<file path="config.mk">
export PLATFORM = sky130hd
export DESIGN_NAME = ppmb_lane
export DESIGN_NICKNAME = d
export VERILOG_FILES = /design/src/sv/ppmb_pkg.sv /design/src/sv/ppmb_lane.sv
export SDC_FILE = /design/constraint.sdc
export NUM_CORES = 2
export LEC_CHECK = 0
export ABC_CLOCK_PERIOD_IN_PS = 10740
export BUFFER_PORTS_ARGS = -buffer_cell sky130_fd_sc_hd__buf_2
export CAP_MARGIN = 15
export CORE_ASPECT_RATIO = 0.7
export CORE_UTILIZATION = 65
export CTS_CLUSTER_SIZE = 10
export DETAILED_ROUTE_END_ITERATION = 10
export PLACE_DENSITY = 0.81
export REMOVE_ABC_BUFFERS = 1
export SYNTH_ARGS = -nofsm -noshare
export SYNTH_HDL_FRONTEND = slang
export SYNTH_SLANG_ARGS = --single-unit
</file>
<file path="constraint.sdc">
create_clock -name clk -period 10.74 [get_ports clk]
set_input_delay 1.074 -clock clk [delete_from_list [all_inputs] [get_ports clk]]
set_output_delay 1.074 -clock clk [all_outputs]
set_load 0.02 [all_outputs]
</file>
<file path="src/sv/ppmb_pkg.sv">
// Shared types, constants and register map for the peak programme meter.
// Used by the meter's front, lane and top modules and by the testbench; depends on nothing else.
package ppmb_pkg;

    // Word and field widths
    localparam int SAMPLE_W    = 24;
    localparam int LEVEL_W     = 24;
    localparam int COEFF_W     = 25;
    localparam int FRAC_W      = 24;
    localparam int NUM_SAMPLES = 8;
    localparam int NUM_STEREO  = 2;
    localparam int NUM_METERS  = NUM_SAMPLES + NUM_STEREO;
    localparam int PROD_W      = COEFF_W + LEVEL_W;

    // Default channel count limit
    localparam int MAX_CHANNELS_DEF = 8;

    // Mid/side gain of 0.707 in unsigned Q0.15
    localparam int LAW_SHIFT = 15;
    localparam logic [LAW_SHIFT-1:0] LAW_0707 = 15'd23167;

    // Register reset values
    localparam logic [3:0]         ACTIVE_RST = 4'd2;
    localparam logic               LAW_RST    = 1'b0;
    localparam logic [COEFF_W-1:0] RISE_RST   = 25'd1276199;
    localparam logic [COEFF_W-1:0] DROP_RST   = 25'd16776545;

    // Register map, word index into the APB space
    localparam int APB_ADDR_W = 4;
    typedef enum logic [1:0] {
        REG_ACTIVE = 2'd0,
        REG_LAW    = 2'd1,
        REG_RISE   = 2'd2,
        REG_DROP   = 2'd3
    } reg_idx_t;

    // Sequencer states: one frame at a time
    typedef enum logic [1:0] {
        ST_IDLE = 2'd0,
        ST_MAG  = 2'd1,
        ST_MUL  = 2'd2,
        ST_UPD  = 2'd3
    } state_t;

    typedef logic [SAMPLE_W-1:0] sample_t;
    typedef logic [LEVEL_W-1:0]  level_t;

    // Controls handed to each ballistic lane
    typedef struct packed {
        logic mul_en;
        logic upd_en;
        logic active;
        logic clear;
    } lane_ctrl_t;

endpackage

</file>
<file path="src/sv/ppmb_lane.sv">
// One ballistic lane: rise/fall level tracking and block maximum of one meter.
// Depends on ppmb_pkg.
module ppmb_lane (
    input  logic                               clk,
    input  logic                               rst_n,
    input  ppmb_pkg::lane_ctrl_t               ctrl,
    input  ppmb_pkg::level_t                   mag,
    input  logic [ppmb_pkg::COEFF_W-1:0]       rise_coeff,
    input  logic [ppmb_pkg::COEFF_W-1:0]       drop_coeff,
    output ppmb_pkg::level_t                   peak_out
);

    localparam int PW = ppmb_pkg::PROD_W;
    localparam int LW = ppmb_pkg::LEVEL_W;
    localparam int FW = ppmb_pkg::FRAC_W;
    localparam int SW = PW - FW;

    ppmb_pkg::level_t level_reg;
    ppmb_pkg::level_t level_next;
    ppmb_pkg::level_t peak_reg;
    ppmb_pkg::level_t peak_next;
    logic [PW-1:0]    rise_prod_reg;
    logic [PW-1:0]    fall_prod_reg;
    logic [SW-1:0]    rise_step;
    logic [LW+1:0]    rise_sum;
    logic [SW-1:0]    fall_dec;

    // Form both products; at most one is used in the update step
    always_ff @(posedge clk)
    begin
        if (ctrl.mul_en)
        begin
            rise_prod_reg <= PW'(rise_coeff) * PW'(mag - level_reg);
            fall_prod_reg <= PW'(level_reg) * PW'(drop_coeff);
        end
    end

    // Next level and running maximum
    always_comb
    begin
        rise_step = rise_prod_reg[PW-1:FW];
        rise_sum  = (LW+2)'(level_reg) + (LW+2)'(rise_step);
        fall_dec  = fall_prod_reg[PW-1:FW];

        if (mag > level_reg)
        begin
            level_next = (rise_sum[LW+1:LW] != 2'b00) ? {LW{1'b1}} : rise_sum[LW-1:0];
        end
        else if (mag < level_reg)
        begin
            if (fall_dec < SW'(mag))
                level_next = mag;
            else if (fall_dec[SW-1:LW] != '0)
                level_next = {LW{1'b1}};
            else
                level_next = fall_dec[LW-1:0];
        end
        else
        begin
            level_next = level_reg;
        end

        peak_next = (level_next > peak_reg) ? level_next : peak_reg;
        peak_out  = ctrl.active ? peak_next : '0;
    end

    // Advance the level; clear the maximum once the block is reported
    always_ff @(posedge clk or negedge rst_n)
    begin
        if (!rst_n)
        begin
            level_reg <= '0;
            peak_reg  <= '0;
        end
        else if (ctrl.upd_en)
        begin
            if (ctrl.active)
            begin
                level_reg <= level_next;
            end
            if (ctrl.clear)
                peak_reg <= '0;
            else if (ctrl.active)
                peak_reg <= peak_next;
        end
    end

endmodule

</file>
==> flow_summary.yaml <==
clock_network:
  cts-buffers-inserted: 9
  tritoncts: "built"
  clock_root_buffer_master: "sky130_fd_sc_hd__clkbuf_16"
  htreeDepth: 3
  worst_skew_pair.late_latency_ns: 0.38
  worst_setup_hold_path_clk_slew_ns: 0.08
  cts_setup_buffers: 0
  cts_hold_repair.buffers: 0
  cts_max_path_buffers: 2
  clock-sinks: 98
  post_cts_resize_count: 0
logic_synthesis:
  postSynth.topFlopCell: "sky130_fd_sc_hd__edfxtp_1"
  synth_enable_flop_cells: 50
  instance_count_of_the_mapped_netlist: 5387
  avgSynthCellArea_um2: 8.70
  yosysSeqAreaShare: 0.0576
  synth_warn: 0
  netlist.top_cell.by_area: "sky130_fd_sc_hd__fa_1"
  post_synth_num_cell_types: 76
  synthTopCellsByArea: "sky130_fd_sc_hd__fa_1, sky130_fd_sc_hd__ha_1, sky130_fd_sc_hd__inv_1, sky130_fd_sc_hd__nand2_1, sky130_fd_sc_hd__and2_1"
  ys_ff_latch: 98
  synthesis.area_mm2: 0.0469
  netlist.area_leader.share: 0.440
  synth-async-reset-ratio: 0.490
placement:
  final_hpwl_dp_um: 104000
  port_buffers: 103
  place_congestion: 0.983
status:
  outcome: "finished, final reports clean"
timing:
  rsz_0062_raised_after_global_routing: "no"
  setup-violations-final: 0
  slew_viol_final: 0
  tightest_slew_ns: 1.11
  achievable-frequency_mhz: 96.3
  slew-limit-headroom: 0.254
  hold_viol_final: 0
  final.min_clock_period_ns: 10.38
  finalCritPeriodShare: 0.967
  finalClockSkew_ns: 0.0182
  fin_tns_setup_ns: 0
hold_path:
  holdCritStartpoint: "peak_reg[17]"
  worstHoldPathType: "flop to flop"
  hold-path-endpoint: "peak_reg[17]"
  timing.hold.worst_path_depth: 1
layout:
  layout.filler_cells: 5573
  share_of_layout_cells_above_drive_strength_1: 0.0494
  layout.cells.most_common: "sky130_fd_sc_hd__inv_1"
  flow.area_growth_from_synthesis_pct: 3.52
  finalNetCount: 6854
  most-common-layout-cells: "sky130_fd_sc_hd__inv_1, sky130_fd_sc_hd__fa_1, sky130_fd_sc_hd__nand2_1, sky130_fd_sc_hd__ha_1, sky130_fd_sc_hd__and2_1"
global_routing:
  grt_pass1_wl_um: 215000
  grt-ovfl-total: 0
  grt_start_max_net_pins: 78
  grt_pass1_vias: 38539
  antenna_found_initial: 12
  grt.total_usage: 0.388
floorplanning:
  pin_count: 104
  chipWidth_um: 323
  floorplan.initialDensity: 0.664
  rows: 81
  core_area_mm2: 0.0706
  die_height_um: 227
  die_area_mm2: 0.0732
route:
  antenna_violating_nets_post_route: 0
  drt-initial-drc-count: 3598
  drt-vias-per-instance: 5.97
  wirelength_um: 135000
  route.detailed.wl_per_inst_um: 21.6
  vias: 37304
  total_iterations_of_the_first_detailed_routing_run: 6
  drcViolationCount: 0
worst_setup_path:
  cp-startpoint: "mag[0]"
  worst_r2r_endpoint: "rise_prod_reg[48]"
  crit_path_max_fanout: 25
  startpoint_type: "primary input"
  worstSetupEndpointType: "flop"
  crit-reg2reg-launch: "level_reg[1]"
  regToRegSetupSlack_ns: 0.71
  delay_of_the_slowest_critical_path_stage_ns: 0.64
  worst-endpoint-arrival_ns: 10.49
  reg2regPathDepth: 31
  crit_slowest_cell: "sky130_fd_sc_hd__a221oi_1"
  crit_top_cell: "sky130_fd_sc_hd__fa_1"
  crit_required_ns: 10.85
  worst-setup-path-type: "primary input to flop"
run:
  maxCapViolations: 0
==> cells by family after synthesis <==
| logic type | share of synthesized area |
|---|---|
| buffers and inverters | 0.121 |
| XOR/XNOR | 0.0164 |
| AND/OR/NAND/NOR | 0.169 |
| adder cells (fa/ha/maj) | 0.563 |
| AO/OA/AOI/OAI | 0.0674 |
| multiplexers | 0.00566 |
| flip-flops | 0.0576 |
==> critical path, delay by kind of cell <==
kind	cells	cell delay, ns
xor+xnor	1	0.14
simple gates	3	0.52
fa+ha+maj	10	4.50
compound gates	15	3.47
buf+inv	7	0.77
==> how the worst max path moves through the flow <==
stage	endpoint	depth (start not counted)	slack, ns
2_1_floorplan	rise_prod_reg[42]	34	1.21
3_3_place_gp	rise_prod_reg[48]	33	0.32
3_5_place_dp	rise_prod_reg[48]	33	0.21
4_1_cts	rise_prod_reg[48]	36	0.49
5_1_grt	rise_prod_reg[48]	36	0.001
6_report	rise_prod_reg[48]	36	0.36
==> cell usage after synthesis, drive strengths merged, types with 5 or more instances <==
master	n
o211ai	13
a21o	46
dfrtp	48
or2	19
a211oi	17
fa	1030
nand2	899
inv	1202
nor4	6
mux2i	13
clkbuf	263
o21a	27
edfxtp	50
nand3	69
a31oi	12
o31ai	5
mux2	12
nor2	108
o21ai	146
nand4	43
xnor2	60
or3	8
o21bai	15
and2	360
nor3	22
buf	37
nand2b	19
a21oi	139
a22o	7
xor2	28
and3	22
o221ai	15
nor2b	88
o2bb2ai	17
ha	462
==> through the flow <==
| stage | hold slack [ns] | std cells | util | instance area, µm² | setup slack (ns) |
|---|---|---|---|---|---|
| 6_report | 0.515 | 6245 | 0.687 | 48500 | 0.358 |
| 5_1_grt | 0.534 | 6244 | 0.687 | 48500 | 0.00138 |
| 4_1_cts | 0.516 | 6241 | 0.687 | 48500 | 0.494 |
| 3_5_place_dp | 0.496 | 6225 | 0.683 | 48200 | 0.206 |
| 3_3_place_gp | 0.492 | 6225 | 0.683 | 48200 | 0.323 |
| 2_1_floorplan | 0.472 | 5087 | - | 45700 | 1.21 |
==> final cells by class <==
type	count	area, µm²	share of cell area
clock inverters	6	57.6	0.00119
inverters	1202	4510	0.0930
repair buffers	184	1120	0.0231
well taps	954	1190	0.0246
multi-input cells	3787	38700	0.797
clock buffers	10	250	0.00516
diodes	4	10.0	0.000206
flip-flops and latches	98	2700	0.0557
==> metal layers <==
layer	track usage	vias up	share of wire
met5	0.00269	-	0.00071
met4	0.0966	16	0.027
met3	0.158	314	0.16
met2	0.533	2318	0.40
met1	0.566	18686	0.41
li1	-	15970	-
Power is left out: the tool's default activity adds up to more than one toggle a clock period on the data nets, which glitch-free logic cannot reach.
