==> src/sv/ppmb_pkg.sv <==
// Shared types, constants and register map for the peak programme meter.
// Used by the meter's front, lane and top modules and by the testbench; depends on nothing else.
package ppmb_pkg;

    // Word and field widths
    localparam int SAMPLE_W    = 24;
    localparam int LEVEL_W     = 24;
    localparam int COEFF_W     = 25;
    localparam int FRAC_W      = 24;
    localparam int NUM_SAMPLES = 8;
    localparam int NUM_STEREO  = 2;
    localparam int NUM_METERS  = NUM_SAMPLES + NUM_STEREO;
    localparam int PROD_W      = COEFF_W + LEVEL_W;

    // Default channel count limit
    localparam int MAX_CHANNELS_DEF = 8;

    // Mid/side gain of 0.707 in unsigned Q0.15
    localparam int LAW_SHIFT = 15;
    localparam logic [LAW_SHIFT-1:0] LAW_0707 = 15'd23167;

    // Register reset values
    localparam logic [3:0]         ACTIVE_RST = 4'd2;
    localparam logic               LAW_RST    = 1'b0;
    localparam logic [COEFF_W-1:0] RISE_RST   = 25'd1276199;
    localparam logic [COEFF_W-1:0] DROP_RST   = 25'd16776545;

    // Register map, word index into the APB space
    localparam int APB_ADDR_W = 4;
    typedef enum logic [1:0] {
        REG_ACTIVE = 2'd0,
        REG_LAW    = 2'd1,
        REG_RISE   = 2'd2,
        REG_DROP   = 2'd3
    } reg_idx_t;

    // Sequencer states: one frame at a time
    typedef enum logic [1:0] {
        ST_IDLE = 2'd0,
        ST_MAG  = 2'd1,
        ST_MUL  = 2'd2,
        ST_UPD  = 2'd3
    } state_t;

    typedef logic [SAMPLE_W-1:0] sample_t;
    typedef logic [LEVEL_W-1:0]  level_t;

    // Controls handed to each ballistic lane
    typedef struct packed {
        logic mul_en;
        logic upd_en;
        logic active;
        logic clear;
    } lane_ctrl_t;

endpackage

==> src/sv/ppmb_front.sv <==
// Magnitude stage: per-channel absolute values and scaled mid/side magnitudes.
// Depends on ppmb_pkg.
module ppmb_front (
    input  logic                                             clk,
    input  logic                                             en,
    input  logic                                             stereo_law,
    input  ppmb_pkg::sample_t [ppmb_pkg::NUM_SAMPLES-1:0]    sample,
    output ppmb_pkg::level_t  [ppmb_pkg::NUM_METERS-1:0]     mag_reg
);

    localparam int SUM_W  = ppmb_pkg::SAMPLE_W + 1;
    localparam int LPROD_W = SUM_W + ppmb_pkg::LAW_SHIFT;

    ppmb_pkg::level_t [ppmb_pkg::NUM_METERS-1:0] mag_next;
    logic [SUM_W-1:0]   sum_mid;
    logic [SUM_W-1:0]   sum_side;
    logic [SUM_W-1:0]   abs_mid;
    logic [SUM_W-1:0]   abs_side;
    logic [LPROD_W-1:0] law_mid;
    logic [LPROD_W-1:0] law_side;

    // Take channel magnitudes; full-scale negative maps to 2^23
    always_comb
    begin
        for (int i = 0; i < ppmb_pkg::NUM_SAMPLES; i++)
        begin
            mag_next[i] = sample[i][ppmb_pkg::SAMPLE_W-1] ? (~sample[i] + 1'b1) : sample[i];
        end

        sum_mid  = {sample[0][ppmb_pkg::SAMPLE_W-1], sample[0]}
                 + {sample[1][ppmb_pkg::SAMPLE_W-1], sample[1]};
        sum_side = {sample[0][ppmb_pkg::SAMPLE_W-1], sample[0]}
                 - {sample[1][ppmb_pkg::SAMPLE_W-1], sample[1]};
        abs_mid  = sum_mid[SUM_W-1]  ? (~sum_mid + 1'b1)  : sum_mid;
        abs_side = sum_side[SUM_W-1] ? (~sum_side + 1'b1) : sum_side;

        // Scale mid/side by one half or by 0.707
        law_mid  = LPROD_W'(abs_mid)  * LPROD_W'(ppmb_pkg::LAW_0707);
        law_side = LPROD_W'(abs_side) * LPROD_W'(ppmb_pkg::LAW_0707);
        if (stereo_law)
        begin
            mag_next[ppmb_pkg::NUM_SAMPLES]   =
                law_mid[ppmb_pkg::LAW_SHIFT +: ppmb_pkg::LEVEL_W];
            mag_next[ppmb_pkg::NUM_SAMPLES+1] =
                law_side[ppmb_pkg::LAW_SHIFT +: ppmb_pkg::LEVEL_W];
        end
        else
        begin
            mag_next[ppmb_pkg::NUM_SAMPLES]   = abs_mid[SUM_W-1:1];
            mag_next[ppmb_pkg::NUM_SAMPLES+1] = abs_side[SUM_W-1:1];
        end
    end

    // Hold magnitudes for the multiply and update steps
    always_ff @(posedge clk)
    begin
        if (en)
        begin
            mag_reg <= mag_next;
        end
    end

endmodule

==> config.mk <==
export PLATFORM = sky130hd
export DESIGN_NAME = ppmb_front
export DESIGN_NICKNAME = d
export VERILOG_FILES = /design/src/sv/ppmb_pkg.sv /design/src/sv/ppmb_front.sv
export SDC_FILE = /design/constraint.sdc
export NUM_CORES = 1
export LEC_CHECK = 0
export BUFFER_PORTS_ARGS = -buffer_cell sky130_fd_sc_hd__buf_4
export CAP_MARGIN = 30
export CORE_ASPECT_RATIO = 1.2
export CORE_MARGIN = 4
export CORE_UTILIZATION = 65
export CTS_CLUSTER_SIZE = 16
export DETAILED_ROUTE_END_ITERATION = 8
export PLACE_DENSITY = 0.89
export SYNTH_ARGS = -nofsm -noshare
export SYNTH_HDL_FRONTEND = slang
export SYNTH_SLANG_ARGS = --single-unit
==> constraint.sdc <==
create_clock -name clk -period 15.2 [get_ports clk]
set_input_delay 1.52 -clock clk [delete_from_list [all_inputs] [get_ports clk]]
set_output_delay 1.52 -clock clk [all_outputs]
set_load 0.03 [all_outputs]
==> impl_metrics.sql <==
INSERT INTO impl_metrics (metric_group, metric, value, unit) VALUES
('setup_path', 'cell_class_contributing_the_biggest_share_of_worst_path_delay', 'adder cells', ''),
('drt', 'drt_pass1_iterations', '5', ''),
('setup_path', 'kind_of_start_point_of_the_critical_path', 'primary input', ''),
('floorplan', 'ioPinCount', '435', ''),
('place', 'finalWeightedCongestion', '1.03', ''),
('min_path', 'hold_path_depth', '1', ''),
('job', 'max_cap_violations', '0', ''),
('sta', 'fin_setup_tns', '0', 'ns'),
('clock_tree', 'clk_root_buffer_cell', 'clkbuf_16', ''),
('sta', 'max_slew_violation_count', '0', ''),
('synthesis', 'cells_taking_the_most_area_after_synthesis', 'edfxtp_1 (24%), fa_1 (23%), ha_1 (14%)', ''),
('layout', 'num-fill-cells', '2909', ''),
('synthesis', 'dominantRegCellSynth', 'edfxtp_1', ''),
('floorplan', 'floorplan.die.width', '202', 'um'),
('layout', 'layout_commonest_cell', 'inv_1', ''),
('synthesis', 'synth-edff-count', '240', ''),
('setup_path', 'critPathMaxStageDelay', '0.62', 'ns'),
('setup_path', 'worstPathArrival', '12.04', 'ns'),
('sta', 'period_minus_slack', '11.75', 'ns'),
('floorplan', 'die-area', '48800', 'um^2'),
('layout', 'finalInstanceArea', '34400', 'um^2'),
('clock_tree', 'clock-sinks', '240', ''),
('layout', 'largest_register_ffs', '240', ''),
('drt', 'vias', '23500', ''),
('setup_path', 'number_of_stages_on_the_worst_setup_path', '36', ''),
('synthesis', 'mappedNetlistNets', '3755', ''),
('synthesis', 'synth.yosys.seq_area_share', '0.245', ''),
('synthesis', 'syn-instance-count', '2884', ''),
('grt', 'track_usage', '0.351', ''),
('sta', 'fin_crit_sh', '0.773', ''),
('setup_path', 'critPathCaptureType', 'flip-flop', ''),
('synthesis', 'synth_top_area_share', '0.245', ''),
('layout', 'areaGrowthSynthToFinish', '16.6', '%'),
('min_path', 'hp-class', 'in -> reg', ''),
('synthesis', 'proportion_of_synthesized_flip_flops_having_asynchronous_set_or_reset', '0', ''),
('synthesis', 'synth-warning-count', '0', ''),
('clock_tree', 'ctsHoldBuffers', '0', ''),
('grt', 'grt_first_pass_wirelength', '135', 'mm'),
('place', 'dpl_cell_area', '33500', 'um^2'),
('synthesis', 'yosys_register_bits', '240', ''),
('setup_path', 'critical_path_data_required_time', '15.49', 'ns'),
('setup_path', 'critPathMaxFanout', '17', ''),
('synthesis', 'synth_cell_types', '98', ''),
('grt', 'grt_max_degree', '84', ''),
('clock_tree', 'tritoncts', 'yes', ''),
('place', 'place_hpwl', '72.0', 'mm'),
('layout', 'drive_above_1_share', '0.164', ''),
('setup_path', 'worstSetupStartpoint', 'sample[28]', ''),
('layout', 'final_net_count', '4192', ''),
('sta', 'finalSetupViolCount', '0', ''),
('drt', 'route.detailed.drc', '0', ''),
('setup_path', 'critical_path.slowest_cell', 'xnor2_1', ''),
('sta', 'tightestPinTransition', '1.01', 'ns'),
('min_path', 'startpoint_of_the_most_critical_hold_path', 'sample[96]', ''),
('drt', 'drt.antenna.violating_nets', '0', ''),
('clock_tree', 'worst_setup_hold_path_clk_slew', '0.06', 'ns'),
('layout', 'commonest_non_fill_non_tap_cells_in_the_layout', 'inv_1 (617), buf_4 (454), fa_1 (340)', ''),
('clock_tree', 'cts.repair_timing.setup_buffer_count', '0', ''),
('sta', 'timing.max_slew.rel_slack', '0.325', ''),
('sta', 'final_hold_viol_count', '0', ''),
('floorplan', 'die-height', '241', 'um'),
('grt', 'grt_pass1_vias', '25100', ''),
('floorplan', 'row_count', '85', ''),
('setup_path', 'timing_worst_setup_path_type', 'in -> reg', ''),
('drt', 'dr.first_iter.drc_count', '1811', ''),
('status', 'run_status', 'finished, final reports clean', ''),
('place', 'place.port_buffers', '434', ''),
('drt', 'wl_per_cell', '22.0', 'um'),
('sta', 'max_clock_freq', '0.0851', 'GHz'),
('grt', 'antenna_violations_before_repair', '15', ''),
('drt', 'total_length_of_routed_wires', '87.3', 'mm'),
('floorplan', 'floorplan.core_area', '44900', 'um^2'),
('clock_tree', 'clock_tree.htree_level_count', '1', ''),
('setup_path', 'critPathBufInv', '7', ''),
('clock_tree', 'post_cts_resize_count', '0', ''),
('clock_tree', 'cts_max_path_buffers', '3', ''),
('synthesis', 'post_synth_instance_area', '29500', 'um^2'),
('sta', 'rsz0062_at_grt', 'no', ''),
('floorplan', 'initial_utilization', '0.657', ''),
('drt', 'routed_via_density', '5.93', ''),
('grt', 'grt-ovfl-total', '0', ''),
('synthesis', 'synth_largest_area_cell', 'edfxtp_1', ''),
('clock_tree', 'cts_buffers', '26', ''),
('synthesis', 'syn_area_per_cell', '10.2', 'um^2');
==> synthesized netlist by cell type (5+ instances only) <==
cell	count
a211oi_1	10
o21a_1	10
edfxtp_1	240
nand3_1	33
nor4_1	19
o31ai_1	51
buf_2	8
nand2_1	159
or4_1	16
o211ai_1	11
o21ai_0	102
nor2_1	103
inv_1	617
nand4_1	13
nand2b_1	33
mux2_2	9
xnor2_1	240
clkbuf_1	33
nor2b_1	18
and2_1	11
a21oi_1	105
and3_1	13
fa_1	340
o41ai_1	22
a21o_1	35
mux2i_1	6
o21bai_1	7
a31oi_1	18
or2_2	10
nand3b_1	7
ha_1	336
nor3_1	35
xor2_1	65
or3_1	31
nor4bb_1	5
==> logic make-up after synthesis <==
group / Yosys count / share of synthesized area
simple gates: 529 / 0.0919
buf+inv: 666 / 0.0857
mux: 15 / 0.00548
xor+xnor: 311 / 0.0951
fa+ha+maj: 680 / 0.375
flops: 240 / 0.245
compound gates: 443 / 0.102
==> per-stage QoR <==
stage	setup slack (ns)	hold WS, ns	std cells	utilization
after floorplan	4.77	1.62	2884	-
after global placement	3.48	1.73	3897	0.745
after detailed placement	3.03	1.73	3900	0.745
after CTS	3.60	1.14	3948	0.764
after global routing	2.88	1.16	3957	0.765
final	3.45	1.16	3961	0.766
==> final timing paths <==
kind      endpoint
max   mag_reg[215]
min    mag_reg[96]
==> area by class of cell <==
class	instances	area, um^2	share of cell area
clock inverters	18	175	0.00510
multi-input cells	1978	19700	0.575
inverters	619	2320	0.0676
well taps	609	762	0.0222
flip-flops and latches	240	7210	0.210
diodes	11	27.5	0.000801
repair buffers	456	3450	0.100
clock buffers	30	666	0.0194
==> layer usage <==
layer / up-vias / GRT usage / wire, um
li1: 10500 / - / -
met1: 11500 / 0.395 / 30100
met2: 1219 / 0.625 / 43700
met3: 343 / 0.0823 / 7550
met4: 10 / 0.182 / 5790
met5: - / 0 / 181
Power is not shown: default switching activity piles up to over one toggle a cycle in this logic, so the estimate is an artifact.
